### src/rtl/core/adg_isqrt_pipe.sv
// Floor square root, one result bit per pipeline stage.
module adg_isqrt_pipe #(
    parameter int unsigned IN_W   = 40,
    parameter int unsigned SIDE_W = 8
) (
    input  logic                  i_clk,
    input  logic                  i_rst_n,
    input  logic                  i_en,
    input  logic                  i_valid,
    input  logic [IN_W-1:0]       i_value,
    input  logic [SIDE_W-1:0]     i_side,
    output logic                  o_valid,
    output logic [IN_W/2-1:0]     o_root,
    output logic [SIDE_W-1:0]     o_side
);

    localparam int unsigned N  = IN_W / 2;
    localparam int unsigned RW = N + 3;

    logic [RW-1:0]     s_rem  [0:N];
    logic [N-1:0]      s_res  [0:N];
    logic [IN_W-1:0]   s_val  [0:N];
    logic [SIDE_W-1:0] s_side [0:N];
    logic              s_vld  [0:N];

    logic [RW-1:0]     r_rem  [0:N-1];
    logic [N-1:0]      r_res  [0:N-1];
    logic [IN_W-1:0]   r_val  [0:N-1];
    logic [SIDE_W-1:0] r_side [0:N-1];
    logic              r_vld  [0:N-1];

    assign s_rem[0]  = '0;
    assign s_res[0]  = '0;
    assign s_val[0]  = i_value;
    assign s_side[0] = i_side;
    assign s_vld[0]  = i_valid;

    for (genvar i = 0; i < N; i++) begin : g_stage
        logic [RW-1:0] rem_sh;
        logic [RW-1:0] trial;
        logic          ge;

        // bring down the next two radicand bits and try a 1 digit
        assign rem_sh = {s_rem[i][RW-3:0], s_val[i][IN_W-1 -: 2]};
        assign trial  = {1'b0, s_res[i], 2'b01};
        assign ge     = rem_sh >= trial;

        always_ff @(posedge i_clk) begin
            if (!i_rst_n) begin
                r_vld[i] <= 1'b0;
            end else if (i_en) begin
                r_vld[i] <= s_vld[i];
            end
        end

        always_ff @(posedge i_clk) begin
            if (i_en) begin
                r_rem[i]  <= ge ? (rem_sh - trial) : rem_sh;
                r_res[i]  <= {s_res[i][N-2:0], ge};
                r_val[i]  <= {s_val[i][IN_W-3:0], 2'b00};
                r_side[i] <= s_side[i];
            end
        end

        assign s_rem[i+1]  = r_rem[i];
        assign s_res[i+1]  = r_res[i];
        assign s_val[i+1]  = r_val[i];
        assign s_side[i+1] = r_side[i];
        assign s_vld[i+1]  = r_vld[i];
    end

    assign o_valid = s_vld[N];
    assign o_root  = s_res[N];
    assign o_side  = s_side[N];

endmodule

### config.mk
export PLATFORM = sky130hd
export DESIGN_NAME = adg_isqrt_pipe
export DESIGN_NICKNAME = d
export VERILOG_FILES = /design/src/rtl/core/adg_isqrt_pipe.sv
export SDC_FILE = /design/constraint.sdc
export NUM_CORES = 1
export LEC_CHECK = 0
export BUFFER_PORTS_ARGS = -buffer_cell sky130_fd_sc_hd__buf_2
export CORE_MARGIN = 2
export CORE_UTILIZATION = 45
export CTS_CLUSTER_DIAMETER = 100
export DETAILED_ROUTE_END_ITERATION = 16
export SLEW_MARGIN = 10
export SYNTH_ARGS = -nofsm -noshare
export SYNTH_HDL_FRONTEND = slang
export SYNTH_SLANG_ARGS = --single-unit
### constraint.sdc
create_clock -name i_clk -period 2.8 [get_ports i_clk]
set_input_delay 0.14 -clock i_clk [delete_from_list [all_inputs] [get_ports i_clk]]
set_output_delay 0.14 -clock i_clk [all_outputs]
set_load 0.02 [all_outputs]
==> results.ini <==
[clocking]
root_buffer = clkbuf_16
cts_tree = yes
path_clk_slew_ns = 0.06
clock_sinks = 1143
cts_inserted_buffers = 118
clock_latency_ns = 0.70
cts_max_level = 3
clk_path_buf_depth = 3

[detailed_routing]
wl_per_cell_um = 15.6
drc_errors = 0
top_layer = met5
vias_per_cell = 5.05
vias = 28390
dr.pass1.iters = 5
routed_wl_um = 87500
drtIter0Drc = 2026
drt-met1-wl_um = 42000
met3_length_um = 3670
ant_nets = 0
met2_length_um = 40100

[place]
place_area_um2 = 54100
gp_congestion = 0.869
portBuffers = 80
dp_hpwl_um = 60300
place_inst = 5324

[setup_path]
crit_path_end_kind = flop
crit_chain = ha_4, nor2b_1, o31a_1, o221a_4, nor2_4, nor3_1, or3_4, a31oi_2, mux2_2
cp-endpoint = r_rem[16][18]
rrSetupSlack_ns = 0.03
cp.arrival_ns = 3.22
reg2reg_depth = 9
path_class = flop to flop
cp_slowest_cell = edfxtp_1
max_stage_delay_ns = 0.44
worstSetupStartpointType = flop
critPathLaunch = r_rem[15][0]
reg2reg_to = r_rem[16][18]
timing.rr.start = r_rem[15][0]
path_max_fanout = 3
required_ns = 3.25

[finish]
drive_gt1_share_pct = 16.9
fillCellCount = 9242
n_antenna_cell = 0
area_growth_pct = 18.5
design_area_um2 = 59400
nNetsFinal = 4313
fin_cells = 5617

[outcome]
status = completed

[die]
die_h_um = 338
initial_core_util_pct = 45.3
core_um2 = 111000
dieArea_um2 = 114000
std_cell_rows = 122
io_pins = 81
die_w_um = 338

[synthesis]
yosysTopAreaCellShare_pct = 68.5
netlist-cell-type-count = 95
synth.net_count = 3860
synthFlopType = edfxtp_1
synth_edf_count = 1142
synth_common_cells = edfxtp_1 (1142), inv_1 (272), nand2_1 (246), ha_1 (231), o21ai_0 (210)
seq_area_frac_synth_pct = 68.5
synth-simple-area-share_pct = 9.02
async_flop_share_pct = 0
synthCells = 3577
synth-seq-cells = 1143
synth_xor_xnor_area_share_pct = 4.93
synth_compound_area_share_pct = 8.30
synth_top_area_cell = edfxtp_1
ys_top_cells_by_area = edfxtp_1 (68%), ha_1 (5.8%), xor2_1 (2.5%), xnor2_1 (2.4%), o21ai_0 (2.1%)
synth.most_common_cell = edfxtp_1
muxShareOfSynthArea_pct = 0.782
ys.warnings.count = 0
netlist_area_um2 = 50100
avgSynthCellArea_um2 = 14.0
synth_fa_ha_area_share_pct = 5.77
synth_top_family_by_area = simple AND/OR/NAND/NOR gates

[power]
power_mw = 44.9
p_leak_nw = 22.7
powerDensity_nw_per_um2 = 756
pwr-share-seq_pct = 49.2
swShare_pct = 25.0
ir_drop_mv = 0.549
p_int_mw = 33.6
clockPowerShare_pct = 34.7
pwr-share-comb_pct = 16.1
net-switching-power_mw = 11.2

[global_routing]
antenna_found_initial = 1
grt_pass1_wl_um = 142000
grt_pass1_vias = 27921
grt_overflow = 0
grt_start_max_net_pins = 101
grt.total_usage_pct = 15.5

[job]
max-cap-violations = 0

[sta]
tightest_slew_ns = 0.750
holdWs_ns = 0.152
hold_viol = 0
finalCritPeriodShare_pct = 98.8
slew_viol_final = 0
fmax_ghz = 0.361
rsz0062_at_grt = yes
relSlewSlack_pct = 49.5
min_period_ns = 2.77
setup_viol_count_final = 0
fin_skew_ns = 0.0402

[min_path]
hold_class = input port to flop

==> final cells by class <==
| type | count | area [µm²] | share of cell area (%) |
|---|---|---|---|
| multi-input cells | 2098 | 15100 | 25.5 |
| well taps | 1488 | 1860 | 3.14 |
| flip-flops and latches | 1143 | 34300 | 57.8 |
| inverters | 272 | 1020 | 1.72 |
| clock buffers | 141 | 3060 | 5.15 |
| clock inverters | 78 | 833 | 1.40 |
| repair buffers | 397 | 3150 | 5.31 |
==> how the worst min path moves through the flow <==
| stage | endpoint | startpoint | slack, ns | cells past startpoint |
|---|---|---|---|---|
| floorplan | r_side[0][0] | i_side[0] | 0.24 | 0 |
| detailed placement | r_val[0][18] | i_value[18] | 0.32 | 1 |
| finish | r_val[0][6] | i_value[6] | 0.15 | 2 |
| global placement | r_side[0][7] | i_side[7] | 0.32 | 1 |
| CTS | r_side[0][4] | i_side[4] | 0.09 | 2 |
| global route | r_val[0][6] | i_value[6] | 0.12 | 2 |
==> logic make-up (layout without fill, tap and decap cells) <==
| kind of cell | count (synthesis) | after routing |
|---|---|---|
| flip-flops | 1143 | 1143 |
| AND/OR/NAND/NOR | 883 | 883 |
| adder cells (fa/ha/maj) | 231 | 231 |
| multiplexers | 34 | 34 |
| other | 1 | 1 |
| XOR/XNOR | 282 | 282 |
| buffers and inverters | 336 | 888 |
| AO/OA/AOI/OAI | 667 | 667 |
==> worst max-delay path, delay by kind of cell (launching register included) <==
family	cells	cell delay (ns)
AOI/OAI and AO/OA	3	0.76
adders and majority gates	1	0.25
and+or+nand+nor	4	0.73
muxes	1	0.35
DFF	1	0.44
==> sequential cells by signal, indices dropped and copies added (netlist names) <==
signal and cells:
r_rem 373, r_res 210, r_side 160, r_val 380, r_vld 20
==> cell usage in the layout (no fill, tap or decap), drive strengths merged, types with 48 or more instances in the layout <==
cell,n
a21o,70
a21oi,185
buf,344
clkbuf,141
clkinv,53
dlygate4sd3,53
edfxtp,1142
ha,231
inv,274
nand2,247
nand2b,62
nand3,48
nor2,175
nor3,82
nor4,48
o21ai,213
xnor2,137
xor2,145
==> layer usage <==
layer | vias up | GRT usage (%)
li1 | 14224 | -
met1 | 13602 | 22.0
met2 | 443 | 24.3
met3 | 119 | 2.50
met4 | 2 | 4.97
met5 | - | 0
==> through the flow <==
step	setup TNS, ns	utilization [%]	setup slack, ns
after global routing	-0.209	53.7	-0.0480
final	0	53.7	0.0333
after global placement	-0.137	48.9	-0.0579
after CTS	0	53.0	0.00825
after floorplan	0	-	0.0572
after detailed placement	-0.694	48.9	-0.199
==> power by group through the flow <==
stage	clock network, mW	logic (mW)	registers (mW)
3_3_place_gp	0	6.77	22.4
2_1_floorplan	0	4.56	22.1
5_1_grt	16.8	8.09	22.3
4_1_cts	16.1	6.94	22.1
6_report	15.6	7.22	22.1
3_5_place_dp	0	6.82	22.4
==> timing repair <==
item                       in CTS  in global routing
hold endpoints to repair       79                  0
pin swaps                       3                 36
setup endpoints to repair      23                185
hold buffers                   53                  0
gates resized for setup        15                120
buffers inserted                0                 20
gates cloned                    0                  1
(Power assumes the default switching activity.)
