File: src/rtl/core/adg_div_pipe.sv
// Restoring unsigned divider, one quotient bit per pipeline stage.
module adg_div_pipe #(
    parameter int unsigned NUM_W  = 36,
    parameter int unsigned DEN_W  = 21,
    parameter int unsigned SIDE_W = 8
) (
    input  logic              i_clk,
    input  logic              i_rst_n,
    input  logic              i_en,
    input  logic              i_valid,
    input  logic [NUM_W-1:0]  i_num,
    input  logic [DEN_W-1:0]  i_den,
    input  logic [SIDE_W-1:0] i_side,
    output logic              o_valid,
    output logic [NUM_W-1:0]  o_quot,
    output logic [SIDE_W-1:0] o_side
);

    logic [DEN_W-1:0]  s_rem  [0:NUM_W];
    logic [NUM_W-1:0]  s_quot [0:NUM_W];
    logic [NUM_W-1:0]  s_num  [0:NUM_W];
    logic [DEN_W-1:0]  s_den  [0:NUM_W];
    logic [SIDE_W-1:0] s_side [0:NUM_W];
    logic              s_vld  [0:NUM_W];

    logic [DEN_W-1:0]  r_rem  [0:NUM_W-1];
    logic [NUM_W-1:0]  r_quot [0:NUM_W-1];
    logic [NUM_W-1:0]  r_num  [0:NUM_W-1];
    logic [DEN_W-1:0]  r_den  [0:NUM_W-1];
    logic [SIDE_W-1:0] r_side [0:NUM_W-1];
    logic              r_vld  [0:NUM_W-1];

    assign s_rem[0]  = '0;
    assign s_quot[0] = '0;
    assign s_num[0]  = i_num;
    assign s_den[0]  = i_den;
    assign s_side[0] = i_side;
    assign s_vld[0]  = i_valid;

    for (genvar i = 0; i < NUM_W; i++) begin : g_stage
        logic [DEN_W:0] rem_sh;
        logic [DEN_W:0] diff;
        logic           ge;

        // shift in the next dividend bit, subtract when it fits
        assign rem_sh = {s_rem[i], s_num[i][NUM_W-1]};
        assign ge     = rem_sh >= {1'b0, s_den[i]};
        assign diff   = rem_sh - {1'b0, s_den[i]};

        always_ff @(posedge i_clk) begin
            if (!i_rst_n) begin
                r_vld[i] <= 1'b0;
            end else if (i_en) begin
                r_vld[i] <= s_vld[i];
            end
        end

        always_ff @(posedge i_clk) begin
            if (i_en) begin
                r_rem[i]  <= ge ? diff[DEN_W-1:0] : rem_sh[DEN_W-1:0];
                r_quot[i] <= {s_quot[i][NUM_W-2:0], ge};
                r_num[i]  <= {s_num[i][NUM_W-2:0], 1'b0};
                r_den[i]  <= s_den[i];
                r_side[i] <= s_side[i];
            end
        end

        assign s_rem[i+1]  = r_rem[i];
        assign s_quot[i+1] = r_quot[i];
        assign s_num[i+1]  = r_num[i];
        assign s_den[i+1]  = r_den[i];
        assign s_side[i+1] = r_side[i];
        assign s_vld[i+1]  = r_vld[i];
    end

    assign o_valid = s_vld[NUM_W];
    assign o_quot  = s_quot[NUM_W];
    assign o_side  = s_side[NUM_W];

endmodule

File: config.mk
export PLATFORM = sky130hd
export DESIGN_NAME = adg_div_pipe
export DESIGN_NICKNAME = d
export VERILOG_FILES = /design/src/rtl/core/adg_div_pipe.sv
export SDC_FILE = /design/constraint.sdc
export NUM_CORES = 2
export LEC_CHECK = 0
export BUFFER_PORTS_ARGS = -buffer_cell sky130_fd_sc_hd__clkbuf_2
export CELL_PAD_IN_SITES_DETAIL_PLACEMENT = 1
export CELL_PAD_IN_SITES_GLOBAL_PLACEMENT = 2
export CORE_UTILIZATION = 30
export CTS_BUF_LIST = sky130_fd_sc_hd__clkbuf_4 sky130_fd_sc_hd__clkbuf_8
export CTS_CLUSTER_SIZE = 8
export DETAILED_ROUTE_END_ITERATION = 12
export GPL_TIMING_DRIVEN = 1
export MAX_ROUTING_LAYER = met4
export PLACE_DENSITY_LB_ADDON = 0.1
export SLEW_MARGIN = 15
export SYNTH_ARGS = -nofsm -noshare
export SYNTH_HDL_FRONTEND = slang
export SYNTH_MEMORY_MAX_BITS = 65536
export SYNTH_SLANG_ARGS = --single-unit
File: constraint.sdc
create_clock -name i_clk -period 6.35 [get_ports i_clk]
set_clock_uncertainty 0.05 [all_clocks]
set_input_delay 0.3175 -clock i_clk [delete_from_list [all_inputs] [get_ports i_clk]]
set_output_delay 0.3175 -clock i_clk [all_outputs]
set_load 0.05 [all_outputs]
==> flow_summary.yaml <==
routing:
  ant_nets: 0
  drc_errors: 0
  wl_per_cell_um: 18.8
  routed_wl_mm: 314
  viasPerCell: 4.57
  drtPass1Iterations: 5
  vias: 76500
  drtIter0Drc: 4271
placed_design:
  preCtsSetupSlack_ns: 1.93
  dpl.hpwl_mm: 219
  io_buffers: 113
  gp_congestion: 0.795
  post-place-cells: 15600
  postPlaceCellArea_sq_um: 145000
layout:
  final_core_util: 0.347
  seqCellArea_sq_um: 92800
  nFillCells: 47500
  layout.cells.non_filler: 16700
  area_growth_pct: 15.3
  multi_input_area_sq_um: 40000
  drive_above_1_share: 0.147
  stdcell_area_sq_um: 158000
  nets: 11100
synth:
  synth-edff-count: 3089
  ys_ff_latch: 3090
  yosys_warnings: 0
  synth-async-reset-ratio: 0
  synth_cell_types: 97
  synth_area_per_cell_sq_um: 14.4
  syn_nets: 10400
  syn-cell-area_sq_um: 137000
  ys_seq_area_frac: 0.676
  synth-main-ff-cell: "edfxtp_1"
  synth_cells: 9538
critical_path:
  crit_start: "r_num[0][34]$_DFFE_PP_"
  worstPathRequired_ns: 7.17
  end_kind: "register"
  reg2regPathDepth: 13
  max_stage_delay_ns: 0.82
  crit_arrival_ns: 5.21
  critPathTopFamily: "compound AO/OA/AOI/OAI gates"
  crit_top_cell: "inv_1"
  path_buf_inv: 3
  cp.depth: 13
  worst-path-max-fanout: 30
  cp_cell_sequence: "inv_1 -> ha_1 -> inv_1 -> fa_1 -> a21o_1 -> a21oi_1 -> o21ai_1 -> a2111oi_1 -> o31ai_1 -> a22oi_1 -> and2_1 -> buf_4 -> o21ai_0"
  worst-setup-path-type: "reg2reg"
  crit_path_start_kind: "register"
  r2r_start: "r_num[0][34]$_DFFE_PP_"
  critical_path.endpoint: "r_rem[1][18]$_DFFE_PP_"
  cp_slowest_cell: "and2_1"
  reg2reg_setup_slack_ns: 1.96
  r2r_end: "r_rem[1][18]$_DFFE_PP_"
pwr:
  powerDensity_nw_per_um2: 474
  p_leak_uw: 0.0607
  vdd_drop_max_v: 0.000234
cts:
  clk_pin_slew_ns: 0.06
  cts_buffers: 584
  htree_num_levels: 6
  clk_latency_ns: 1.16
  clock_path_buffers: 4
  cts_tree: "yes"
  cts.sinks: 3090
  cts-root-buf: "clkbuf_8"
  cts_resized: 0
worst_hold_path:
  hold_path_depth: 5
  hold_class: "in2reg"
die:
  fp.dieArea_sq_um: 460000
  initial_core_util: 0.301
  row_count: 248
  core_sq_um: 456000
  die_y_um: 678
  io_pins: 114
  die_x_um: 678
global_route:
  grt_pass1_wl_mm: 484
  antenna_found_initial: 12
  grt_max_degree: 177
  grt_overflow: 0
  grtUsageTotal: 0.137
  grt_pass1_vias: 81600
sta:
  finalMaxSlewViolations: 0
  post-route-min-period_ns: 4.39
  fin_crit_sh: 0.691
  clock.fmax_mhz: 228
  setup_viol: 0
  timing.slew.headroom: 0.212
  setup_ws_ns: 1.96
  tightestPinTransition_ns: 1.17
  fin_setup_tns_ns: 0
  rsz0062_at_grt: "false"
  hold_viol: 0
job:
  maxCapViolations: 0
outcome:
  outcome: "complete, no violations"
## metal layers
layer / global-route usage / routed length (um)
met1: 0.178 / 147000
met5: - / 0
met3: 0.0235 / 11500
met4: 0.0431 / 8840
met2: 0.218 / 147000
## registers in the layout, summed over array words and instances (netlist names)
name and flops:
r_rem 735, r_den 735, r_quot 666, r_side 288, r_num 630, r_vld 36
## through the flow
step	hold slack, ns	total power [uW]
2_1_floorplan	0.350	48500
3_3_place_gp	0.350	55900
3_5_place_dp	0.355	56200
4_1_cts	0.0631	76700
5_1_grt	0.152	80400
6_report	0.255	75000
## where the power goes
part | total, uW | internal [uW] | switching, uW | leakage (uW)
sequential | 30100 | 27700 | 2400 | 0.0302
combinational | 25300 | 11400 | 13900 | 0.0244
clock | 19600 | 10600 | 8940 | 0.00611
## worst reg2reg max path, stage by stage (launching register included)
cell and delay (ns):
edfxtp_1 0.39, inv_1 0.08, ha_1 0.17, inv_1 0.06, fa_1 0.41, a21o_1 0.18, a21oi_1 0.27, o21ai_1 0.18
a2111oi_1 0.57, o31ai_1 0.27, a22oi_1 0.24, and2_1 0.82, buf_4 0.31, o21ai_0 0.12
## final cells by class
class                      count  area share
antenna                        8    0.000126
clock buffer                 760      0.0593
clock inverter               274      0.0140
inverter                     957      0.0227
multi-input combinational   5321       0.253
sequential                  3090       0.586
tap                         6000      0.0474
timing repair buffer         323      0.0175
## placed cells by master (no fill, tap or decap), types with 58 or more instances in the layout
cell / count
dlygate4sd3_1: 137
clkbuf_8: 587
nor2_1: 377
nand2_1: 477
clkbuf_2: 112
o21a_1: 92
edfxtp_1: 3089
a21o_1: 326
and3_1: 81
clkinv_1: 132
o21ai_0: 403
ha_1: 737
nor3_1: 77
a21oi_1: 578
clkinv_2: 63
xnor2_1: 356
xor2_1: 223
a211oi_1: 73
nand4_1: 93
nand3_1: 142
nand2b_1: 62
o21bai_1: 86
nor2b_1: 83
clkbuf_4: 173
a31oi_1: 58
mux2_2: 396
inv_1: 955
## repair_timing
action                                 in CTS  in global routing
hold buffers                              137                  0
buffers inserted                            0                  0
endpoints found under the hold margin     622                  0
## how the worst min path moves through the flow
| stage | startpoint | to | slack [ns] |
|---|---|---|---|
| after global placement | r_num[9][33]$_DFFE_PP_ | r_num[10][34]$_DFFE_PP_ | 0.35 |
| after CTS | i_den[1] | r_rem[0][1]$_SDFFCE_PP0P_ | 0.06 |
| after floorplan | r_num[9][9]$_DFFE_PP_ | r_num[10][10]$_DFFE_PP_ | 0.35 |
| final | i_den[1] | r_rem[0][1]$_SDFFCE_PP0P_ | 0.26 |
| after global routing | i_den[1] | r_rem[0][1]$_SDFFCE_PP0P_ | 0.15 |
| after detailed placement | r_num[20][24]$_DFFE_PP_ | r_num[21][25]$_DFFE_PP_ | 0.36 |
## cell families (layout without fill, tap and decap cells)
group	count (synthesis)	in the layout	synth area share
multiplexers	440	440	0.0358
adder cells (fa/ha/maj)	771	771	0.0721
XOR/XNOR	579	579	0.0369
AND/OR/NAND/NOR	1573	1573	0.0551
flip-flops	3090	3090	0.676
other	0	8	0
buffers and inverters	1127	2314	0.0331
AO/OA/AOI/OAI	1958	1958	0.0911
## cells in the mapped netlist, types with 83 or more instances
master / number / area (sq um)
o21bai_1: 86 / 646
o21ai_0: 403 / 2020
nand3_1: 142 / 711
a21o_1: 327 / 2450
o21a_1: 92 / 691
nor2b_1: 83 / 519
nor2_1: 378 / 1420
nand4_1: 93 / 582
nand2_1: 477 / 1790
xnor2_1: 356 / 3120
ha_1: 737 / 9220
a21oi_1: 578 / 2890
xor2_1: 223 / 1950
edfxtp_1: 3089 / 92800
inv_1: 955 / 3580
mux2_2: 396 / 4460
No activity file was read; power rests on OpenSTA's default activity.
